==> src/rtl/sli_pkg.sv <==
`default_nettype none

package sli_pkg;

  localparam int DefCapacity = 16;
  localparam int ValueW      = 32;
  localparam int CmdW        = 2;
  localparam int StatusW     = 3;

  typedef enum logic [CmdW-1:0] {
    CMD_INSERT = 2'd0,
    CMD_DELETE = 2'd1,
    CMD_CLEAR  = 2'd2,
    CMD_DUMP   = 2'd3
  } cmd_e;

  typedef enum logic [StatusW-1:0] {
    ST_INSERTED = 3'd0,
    ST_DELETED  = 3'd1,
    ST_NOTFOUND = 3'd2,
    ST_EMPTY    = 3'd3,
    ST_FULL     = 3'd4,
    ST_CLEARED  = 3'd5,
    ST_ENTRY    = 3'd6
  } status_e;

  typedef enum logic [2:0] {
    S_IDLE,
    S_INS,
    S_INS0,
    S_DEL,
    S_DMP,
    S_RESP
  } state_e;

endpackage

`default_nettype wire

==> src/rtl/sli_ram.sv <==
`default_nettype none

module sli_ram #(
  parameter int Width = 32,
  parameter int Depth = 16,
  localparam int AddrW = (Depth > 1) ? $clog2(Depth) : 1
) (
  input  wire logic             clk_i,
  input  wire logic             we_i,
  input  wire logic [AddrW-1:0] waddr_i,
  input  wire logic [Width-1:0] wdata_i,
  input  wire logic             re_i,
  input  wire logic [AddrW-1:0] raddr_i,
  output logic      [Width-1:0] rdata_o
);

  logic [Width-1:0] mem_q [Depth];

  always_ff @(posedge clk_i) begin
    if (we_i) begin
      mem_q[waddr_i] <= wdata_i;
    end
    if (re_i) begin
      rdata_o <= mem_q[raddr_i];
    end
  end

endmodule

`default_nettype wire

==> src/rtl/sorted_list_insert_delete.sv <==
`default_nettype none

// Channel  Dir  tuser          tdata                       tlast
// s_axis   in   cmd [1:0]      value [31:0]                -
// m_axis   out  status [2:0]   entry_value, count, zeros   last
//
// One request at a time. Insert into an empty or a full list goes straight to the
// response; else each larger entry moves up one slot. Delete reads every stored entry.
// Clear, delete or dump of an empty list goes straight to the response.
// Dump: one RAM read per cycle while m_axis is not stalled.
// Reset empties the list at once; RAM contents are never cleared.
// A stalled m_axis holds the sequencer before it overwrites the output register.

module sorted_list_insert_delete #(
  parameter int Capacity = sli_pkg::DefCapacity,
  localparam int CntW     = $clog2(Capacity + 1),
  localparam int OutDataW = ((sli_pkg::ValueW + CntW + 7) / 8) * 8
) (
  input  wire logic                       clk_i,
  input  wire logic                       rst_ni,
  input  wire logic                       s_axis_tvalid,
  output logic                            s_axis_tready,
  input  wire logic [sli_pkg::CmdW-1:0]   s_axis_tuser,  // cmd
  input  wire logic [sli_pkg::ValueW-1:0] s_axis_tdata,  // value
  output logic                            m_axis_tvalid,
  input  wire logic                       m_axis_tready,
  output logic [sli_pkg::StatusW-1:0]     m_axis_tuser,  // status
  output logic [OutDataW-1:0]             m_axis_tdata,  // entry_value, count, zero pad
  output logic                            m_axis_tlast   // last
);

  import sli_pkg::*;

  localparam int AddrW = (Capacity > 1) ? $clog2(Capacity) : 1;
  localparam int PadW  = OutDataW - ValueW - CntW;

  state_e              state_q, state_d;
  logic [CntW-1:0]     count_q, count_d;
  logic [CntW-1:0]     idx_q, idx_d;
  logic                found_q, found_d;
  logic [ValueW-1:0]   val_q, val_d;
  status_e             status_q, status_d;

  logic                out_valid_q, out_valid_d;
  status_e             out_status_q, out_status_d;
  logic [ValueW-1:0]   out_value_q, out_value_d;
  logic [CntW-1:0]     out_count_q, out_count_d;
  logic                out_last_q, out_last_d;

  logic                ram_we, ram_re;
  logic [AddrW-1:0]    ram_waddr, ram_raddr;
  logic [ValueW-1:0]   ram_wdata, ram_rdata;

  logic                out_free;
  logic                in_req;
  logic [CntW-1:0]     last_idx;

  sli_ram #(
    .Width (ValueW),
    .Depth (Capacity)
  ) u_ram (
    .clk_i   (clk_i),
    .we_i    (ram_we),
    .waddr_i (ram_waddr),
    .wdata_i (ram_wdata),
    .re_i    (ram_re),
    .raddr_i (ram_raddr),
    .rdata_o (ram_rdata)
  );

  assign out_free      = !out_valid_q || m_axis_tready;
  assign s_axis_tready = (state_q == S_IDLE);
  assign in_req        = s_axis_tvalid && s_axis_tready;
  assign last_idx      = count_q - CntW'(1);

  always_comb begin
    state_d      = state_q;
    count_d      = count_q;
    idx_d        = idx_q;
    found_d      = found_q;
    val_d        = val_q;
    status_d     = status_q;
    out_valid_d  = out_valid_q && !m_axis_tready;
    out_status_d = out_status_q;
    out_value_d  = out_value_q;
    out_count_d  = out_count_q;
    out_last_d   = out_last_q;
    ram_we       = 1'b0;
    ram_waddr    = '0;
    ram_wdata    = val_q;
    ram_re       = 1'b0;
    ram_raddr    = '0;

    unique case (state_q)
      S_IDLE: begin
        if (in_req) begin
          val_d   = s_axis_tdata;
          found_d = 1'b0;
          state_d = S_RESP;
          unique case (cmd_e'(s_axis_tuser))
            CMD_INSERT: begin
              if (count_q == CntW'(Capacity)) begin
                status_d = ST_FULL;
              end else if (count_q == '0) begin
                ram_we    = 1'b1;
                ram_waddr = '0;
                ram_wdata = s_axis_tdata;
                count_d   = CntW'(1);
                status_d  = ST_INSERTED;
              end else begin
                ram_re    = 1'b1;
                ram_raddr = last_idx[AddrW-1:0];
                idx_d     = count_q;
                state_d   = S_INS;
              end
            end
            CMD_DELETE: begin
              if (count_q == '0) begin
                status_d = ST_EMPTY;
              end else begin
                ram_re    = 1'b1;
                ram_raddr = '0;
                idx_d     = '0;
                state_d   = S_DEL;
              end
            end
            CMD_CLEAR: begin
              count_d  = '0;
              status_d = ST_CLEARED;
            end
            CMD_DUMP: begin
              if (count_q == '0) begin
                status_d = ST_EMPTY;
                val_d    = '0;
              end else begin
                ram_re    = 1'b1;
                ram_raddr = '0;
                idx_d     = '0;
                state_d   = S_DMP;
              end
            end
            default: ;
          endcase
        end
      end

      // read data holds entries[idx-1]; move it up or drop the value in at idx
      S_INS: begin
        ram_we    = 1'b1;
        ram_waddr = idx_q[AddrW-1:0];
        if ($signed(ram_rdata) >= $signed(val_q)) begin
          ram_wdata = ram_rdata;
          idx_d     = idx_q - CntW'(1);
          if (idx_q == CntW'(1)) begin
            state_d = S_INS0;
          end else begin
            ram_re    = 1'b1;
            ram_raddr = idx_q[AddrW-1:0] - AddrW'(2);
          end
        end else begin
          ram_wdata = val_q;
          count_d   = count_q + CntW'(1);
          status_d  = ST_INSERTED;
          state_d   = S_RESP;
        end
      end

      S_INS0: begin
        ram_we    = 1'b1;
        ram_waddr = '0;
        ram_wdata = val_q;
        count_d   = count_q + CntW'(1);
        status_d  = ST_INSERTED;
        state_d   = S_RESP;
      end

      // read data holds entries[idx]; once matched, every later entry moves down
      S_DEL: begin
        if (found_q) begin
          ram_we    = 1'b1;
          ram_waddr = idx_q[AddrW-1:0] - AddrW'(1);
          ram_wdata = ram_rdata;
        end else if (ram_rdata == val_q) begin
          found_d = 1'b1;
        end
        if (idx_q == last_idx) begin
          state_d = S_RESP;
          if (found_d) begin
            count_d  = last_idx;
            status_d = ST_DELETED;
          end else begin
            status_d = ST_NOTFOUND;
          end
        end else begin
          idx_d     = idx_q + CntW'(1);
          ram_re    = 1'b1;
          ram_raddr = idx_q[AddrW-1:0] + AddrW'(1);
        end
      end

      S_DMP: begin
        if (out_free) begin
          out_valid_d  = 1'b1;
          out_status_d = ST_ENTRY;
          out_value_d  = ram_rdata;
          out_count_d  = count_q;
          out_last_d   = (idx_q == last_idx);
          if (idx_q == last_idx) begin
            state_d = S_IDLE;
          end else begin
            idx_d     = idx_q + CntW'(1);
            ram_re    = 1'b1;
            ram_raddr = idx_q[AddrW-1:0] + AddrW'(1);
          end
        end
      end

      S_RESP: begin
        if (out_free) begin
          out_valid_d  = 1'b1;
          out_status_d = status_q;
          out_value_d  = val_q;
          out_count_d  = count_q;
          out_last_d   = 1'b1;
          state_d      = S_IDLE;
        end
      end

      default: state_d = S_IDLE;
    endcase
  end

  always_ff @(posedge clk_i or negedge rst_ni) begin
    if (!rst_ni) begin
      state_q     <= S_IDLE;
      count_q     <= '0;
      out_valid_q <= 1'b0;
    end else begin
      state_q     <= state_d;
      count_q     <= count_d;
      out_valid_q <= out_valid_d;
    end
  end

  always_ff @(posedge clk_i) begin
    idx_q        <= idx_d;
    found_q      <= found_d;
    val_q        <= val_d;
    status_q     <= status_d;
    out_status_q <= out_status_d;
    out_value_q  <= out_value_d;
    out_count_q  <= out_count_d;
    out_last_q   <= out_last_d;
  end

  assign m_axis_tvalid = out_valid_q;
  assign m_axis_tuser  = out_status_q;
  assign m_axis_tdata  = {PadW'(0), out_count_q, out_value_q};
  assign m_axis_tlast  = out_last_q;

endmodule

`default_nettype wire
==> config.mk <==
export PLATFORM = sky130hd
export DESIGN_NAME = sorted_list_insert_delete
export DESIGN_NICKNAME = d
export VERILOG_FILES = /design/src/rtl/sli_pkg.sv /design/src/rtl/sli_ram.sv /design/src/rtl/sorted_list_insert_delete.sv
export SDC_FILE = /design/constraint.sdc
export NUM_CORES = 1
export LEC_CHECK = 0
export BUFFER_PORTS_ARGS = -buffer_cell sky130_fd_sc_hd__buf_4
export CAP_MARGIN = 20
export CORE_MARGIN = 3
export CORE_UTILIZATION = 56
export CTS_CLUSTER_DIAMETER = 60
export DETAILED_ROUTE_END_ITERATION = 10
export PLACE_DENSITY = 0.73
export SYNTH_ARGS = -nofsm -noshare
export SYNTH_HDL_FRONTEND = slang
export SYNTH_SLANG_ARGS = --single-unit
==> constraint.sdc <==
create_clock -name clk_i -period 4.1 [get_ports clk_i]
set_clock_uncertainty 0.15 [all_clocks]
set_input_delay 0.205 -clock clk_i [delete_from_list [all_inputs] [get_ports clk_i]]
set_output_delay 0.205 -clock clk_i [all_outputs]
set_load 0.01 [all_outputs]
==> impl_metrics.yaml, run 1 <==
routing:
  viasPerCell: 6.64
  antenna_left: 0
  first_pass_iters: 6
  routed_wl_um: 75100
  drt_iter0_drc: 2762
  num_vias: 18800
  drc_errors: 0
  avgRoutedWirePerCell_um: 26.5
logic_synthesis:
  yosys.area.top_type: "edfxtp_1"
  synthArstFlopShare: 0.0142
  netlist_top_cells_area: "edfxtp_1 70%, a221oi_1 4.3%, nand2_1 4.2%, a21oi_1 3.5%, ha_1 1.9%"
  yosys_warnings: 0
  synth_flop_cell: "edfxtp_1"
  ys_ff_latch: 635
  syn_inst: 1925
  synth_area_mm2: 0.0267
  syn_avg_cell_area_um2: 13.9
  synth_cell_type_count: 69
  synth_top_area_frac: 0.705
  synth_edf_count: 626
  ys_seq_area_frac: 0.713
clocking:
  clk_latency_ps: 600
  cts_buffer_depth: 3
  path_clk_slew_ps: 60
  cts_tree: "done"
  numCtsBuffers: 66
  clkSinkCount: 635
  clockRootBuffer: "clkbuf_16"
  htreeDepth: 3
cells_and_area:
  final_cell_mix: "626 x edfxtp_1, 296 x nand2_1, 230 x buf_4"
  final_cells: 2838
  nets: 2262
  layout_commonest_cell: "edfxtp_1"
  finish.utilization: 0.691
  syn_to_final_growth_pct: 21.1
  final_area_mm2: 0.0323
  final_layout_size_suffix_gt1_frac: 0.196
worst_setup_path:
  reg2reg_depth: 15
  crit_path_start_kind: "register"
  critPathCaptureType: "register"
  critPathArrivalTime_ps: 4230
  rrSetupSlack_ps: 30
  worstPathMaxFanout: 16
  worstReg2RegEnd: "u_ram.rdata_o[21]"
  cp.required_ps: 4270
  crit_type: "register to register"
  timing.rr.start: "val_q[7]"
place:
  place_congestion: 0.932
  place_inst: 2680
  dp_hpwl_um: 44700
  portBuffers: 80
  pre_cts_ws_ps: -257
  placed_cell_area_mm2: 0.0297
min_path:
  hp-class: "input port to register"
  hold_start: "s_axis_tdata[6]"
  worstHoldPathCells: 3
  worst_hold_path.endpoint: "val_q[6]"
global_routing:
  grt_pass1_wl_um: 111000
  antenna_found_initial: 1
  grt_max_degree: 52
  grt_overflow: 0
  track_usage: 0.295
  first_global_vias: 18300
sta:
  fmax_mhz: 246
  setup-tns-final_ps: 0
  relSlewSlack: 0.278
  setup_viol: 0
  post-route-period-util: 0.992
  worstMarginPinSlew_ps: 1080
  finalHoldViolCount: 0
  holdWs_ps: 320
  final_max_slew_viol_count: 0
  fin_crit_ps: 4070
  setup_ws_ps: 31.2
floorplanning:
  io_pins: 84
  start_util: 0.570
  dieArea_mm2: 0.0503
  die_x_um: 224
  core_mm2: 0.0468
  fp.dieH_um: 224
  rows: 79
power_and_ir_drop:
  power_density_mw_per_mm2: 896
  ir_drop_v: 0.000526
  p_total_mw: 28.9
  p_leak_nw: 11.4
status:
  outcome: "completed"
flow_run:
  cap_viol_max_count: 0
-- routing by layer --
layer | up-vias | GRT usage | routed length, um
met5 | - | 0 | 0
met4 | 0 | 0.127 | 2960
met1 | 9269 | 0.417 | 28700
met2 | 1354 | 0.461 | 34700
li1 | 7988 | - | -
met3 | 227 | 0.0467 | 8750
-- registers in the layout, summed over array words and instances (netlist names), 3 cells and up --
signal	flops
status_q	3
m_axis_tuser	3
u_ram.mem_q	512
idx_q	5
val_q	32
u_ram.rdata_o	32
count_q	5
out_value_q	32
out_count_q	5
state_q	3
-- critical path: stages (launching register included) --
cell      delay, ps
edfxtp_1        380
inv_1           120
ha_1            260
a21oi_2         170
o21ai_1          90
a221o_1         390
o31ai_4         370
and4_4          290
buf_4           140
o21ai_4          90
buf_4           180
buf_12          150
buf_12          130
a221oi_2        280
a311oi_1         80
or4_1           490
-- kinds of logic after synthesis --
family,Yosys count,synth area share
flops,635,0.713
compound gates,518,0.129
simple gates,499,0.0887
buf+inv,185,0.0330
fa+ha+maj,40,0.0188
mux,32,0.0120
xor+xnor,15,0.00544
other cells,1,0.000141
-- where the power goes --
| group | total, mW | switching [mW] | leakage [nW] | internal, mW |
|---|---|---|---|---|
| logic | 12.9 | 8.05 | 4.57 | 4.83 |
| registers | 10.4 | 0.566 | 5.82 | 9.81 |
| clock network | 5.67 | 2.42 | 0.992 | 3.25 |
-- cell type report --
| type | instances | area, um2 |
|---|---|---|
| Multi-Input combinational cell | 1107 | 7070 |
| Tap cell | 607 | 759 |
| Fill cell | 2968 | 14400 |
| Clock buffer | 84 | 1760 |
| Timing Repair Buffer | 325 | 3240 |
| Inverter | 49 | 184 |
| Antenna cell | 1 | 2.50 |
| Clock inverter | 30 | 263 |
| Sequential cell | 635 | 19000 |
-- worst max-delay path by stage --
stage,to,cells after the start,start,slack (ps)
2_1_floorplan,u_ram.mem_q[2][0],10,state_q[1],-300
3_3_place_gp,u_ram.rdata_o[5],15,u_ram.rdata_o[1],-240
3_5_place_dp,u_ram.rdata_o[5],15,val_q[7],-260
4_1_cts,u_ram.rdata_o[21],15,u_ram.rdata_o[1],8
5_1_grt,u_ram.rdata_o[21],16,val_q[10],-9
6_report,u_ram.rdata_o[21],15,val_q[7],30
-- synth_stat cells (3+ instances only) --
library cell / count
or2_2: 3
nand4_1: 8
buf_2: 34
xor2_1: 4
and3_1: 35
a21o_1: 3
inv_1: 48
clkbuf_1: 71
xnor2_1: 10
o21a_1: 3
or4_1: 32
a31oi_1: 4
nor2b_1: 36
nor3_1: 6
dfrtp_1: 9
a311oi_1: 32
nor4_1: 3
o22ai_1: 6
nand2b_1: 7
nand2_1: 296
o211ai_1: 3
ha_1: 40
buf_4: 4
nand3_1: 11
mux2i_1: 32
nor2_1: 44
o21ai_0: 83
a221o_1: 4
buf_6: 17
a22oi_1: 33
o21ai_1: 5
a221oi_1: 130
buf_1: 10
o31ai_1: 4
edfxtp_1: 626
a21oi_1: 188
-- timing repair --
item | 4_1_cts | 5_1_grt
endpoints found under the hold margin | 49 | 0
gates resized for setup | 4 | 16
pin swaps | 1 | 4
setup buffers | 0 | 4
endpoints found under the setup margin | 32 | 26
hold buffers | 39 | 0
cloned | 0 | 0
(Power assumes the default switching activity.)
==> run 2: changes to the inputs <==
--- a/config.mk
+++ b/config.mk
@@ -12,6 +12,8 @@
 export CTS_CLUSTER_DIAMETER = 60
 export DETAILED_ROUTE_END_ITERATION = 10
 export PLACE_DENSITY = 0.73
+export SETUP_SLACK_MARGIN = 0.15
+export SLEW_MARGIN = 20
 export SYNTH_ARGS = -nofsm -noshare
 export SYNTH_HDL_FRONTEND = slang
 export SYNTH_SLANG_ARGS = --single-unit
==> run 2 against run 1 <==
Compared with the run above: global-route usage grew 0.46 points; clock power is essentially flat; via count grew 3.3%; non-clock buffer count grew 40.
==> impl_metrics.yaml, run 2 (synthesized netlist as in run 1, its figures left out) <==
worst_setup_path:
  critPathArrivalTime_ps: 4270
  critPathCaptureType: "register"
  worstReg2RegEnd: "u_ram.mem_q[4][7]"
  endpoint: "u_ram.mem_q[4][7]"
  rrSetupSlack_ps: 20
  timing.rr.start: "u_ram.rdata_o[27]"
  cp.required_ps: 4290
  max_stage_delay_ps: 500
  path_cells: "ha_4 > nand4_1 > buf_4 > nor4_1 > buf_4 > o31ai_4 > buf_4 > nand4_4 > buf_6 > buf_4 > nand2_1 > a221oi_4 > buf_12 > clkbuf_16 > o21ai_0 > buf_4"
  crit_path_start_kind: "register"
  cp-startpoint: "u_ram.rdata_o[27]"
  worstPathMaxFanout: 16
  crit_type: "register to register"
  reg2reg_depth: 16
  cp_slowest_cell: "edfxtp_1"
  crit_top_cell: "buf_4"
sta:
  fin_crit_ps: 4080
  relSlewSlack: 0.276
  grt_setup_unrepaired: "yes"
  setup_viol: 0
  final_max_slew_viol_count: 0
  finalHoldViolCount: 0
  setup-tns-final_ps: 0
  post-route-period-util: 0.996
  fmax_mhz: 245
  worstMarginPinSlew_ps: 1080
power_and_ir_drop:
  internal_power_mw: 18.7
  ir_drop_v: 0.000579
  p_total_mw: 30.5
  p_leak_nw: 11.8
  power_density_mw_per_mm2: 920
  switching_share: 0.387
  p_sw_mw: 11.8
  power_frac_seq: 0.341
  power.share.combinational: 0.472
  clkPwrFrac: 0.187
cells_and_area:
  multi_input_area_mm2: 0.00733
  syn_to_final_growth_pct: 24.3
  largest_reg_flops: 512
  ff_latch_area_mm2: 0.0190
  nets: 2303
  regMostFlops: "u_ram.mem_q"
  fillers: 2816
  final_cell_mix: "626 x edfxtp_1, 295 x nand2_1, 246 x buf_4"
  layout_commonest_cell: "edfxtp_1"
  final_layout_size_suffix_gt1_frac: 0.228
  finish.utilization: 0.709
  final_area_mm2: 0.0332
  antennaDiodeCount: 0
floorplanning:
  core_mm2: 0.0468
  io_pins: 84
  start_util: 0.570
  die_x_um: 224
  rows: 79
  dieArea_mm2: 0.0503
  fp.dieH_um: 224
global_routing:
  grt_pass1_wl_um: 113000
  first_global_vias: 18500
  grt_overflow: 0
  antenna_found_initial: 0
  track_usage: 0.299
  grt_max_degree: 52
flow_run:
  cap_viol_max_count: 0
place:
  place_congestion: 0.932
  dp_hpwl_um: 44700
  portBuffers: 80
  placed_cell_area_mm2: 0.0297
routing:
  num_vias: 19500
  avgRoutedWirePerCell_um: 27.9
  viasPerCell: 6.76
  drt_iter0_drc: 3180
  antenna_left: 0
  routed_wl_um: 80400
  drc_errors: 0
  first_pass_iters: 8
clocking:
  htreeDepth: 3
  clockRootBuffer: "clkbuf_16"
  path_clk_slew_ps: 60
  numCtsBuffers: 66
  cts_tree: "done"
  clk_latency_ps: 610
  clkSinkCount: 635
  cts_buffer_depth: 3
min_path:
  hp-class: "input port to register"
status:
  outcome: "completed"
-- run 2: power groups by stage --
stage                     sequential, mW  combinational (mW)  clock [mW]
after floorplan                     10.4                6.64           0
after global placement              10.4                11.9           0
after detailed placement            10.5                12.3           0
after CTS                           10.3                12.8        5.71
after global routing                10.5                15.1        5.97
final                               10.4                14.4        5.70
-- run 2: layout make-up --
type | count | area share
Sequential cell | 635 | 0.574
Tap cell | 607 | 0.0229
Clock buffer | 84 | 0.0531
Clock inverter | 30 | 0.00793
Timing Repair Buffer | 365 | 0.116
Inverter | 49 | 0.00555
Multi-Input combinational cell | 1108 | 0.221
-- run 2: worst min path at each step --
| stage | start | slack, ps | cells after the start | endpoint |
|---|---|---|---|---|
| CTS | s_axis_tdata[18] | 300 | 3 | val_q[18] |
| global placement | rst_ni | -120 | 1 | count_q[0] |
| floorplan | rst_ni | -240 | 0 | count_q[0] |
| detailed placement | rst_ni | -110 | 1 | m_axis_tvalid |
| finish | s_axis_tdata[6] | 310 | 3 | val_q[6] |
| global route | s_axis_tdata[18] | 320 | 3 | val_q[18] |
-- run 2: layer usage --
layer | up-vias | share of wire | wire, um | global-route usage
li1 | 8095 | - | - | -
met1 | 9484 | 0.37 | 29400 | 0.422
met2 | 1609 | 0.46 | 37200 | 0.472
met3 | 278 | 0.13 | 10300 | 0.0449
met4 | 0 | 0.043 | 3490 | 0.130
met5 | - | 0 | 0 | 0
-- run 2: timing repair --
action,CTS,global route
endpoints found under the hold margin,49,0
endpoints found under the setup margin,48,133
cloned,2,16
gates resized for setup,23,78
pin swaps,11,25
hold buffers,39,0
buffers inserted,9,18
-- run 2: critical path: cells and delay by family, from the launching register on --
kind,cells,cell delay (ps)
adders and majority gates,1,330
AOI/OAI and AO/OA,3,580
DFF,1,500
and+or+nand+nor,4,790
buffers and inverters,8,1450
-- run 2: per-stage QoR --
stage	cells	worst slack, ps	hold WS, ps
after global placement	2680	-239	-118
after detailed placement	2680	-257	-113
final	2878	16.9	309
after CTS	2844	120	296
after floorplan	1927	-299	-241
after global routing	2878	-81.3	322
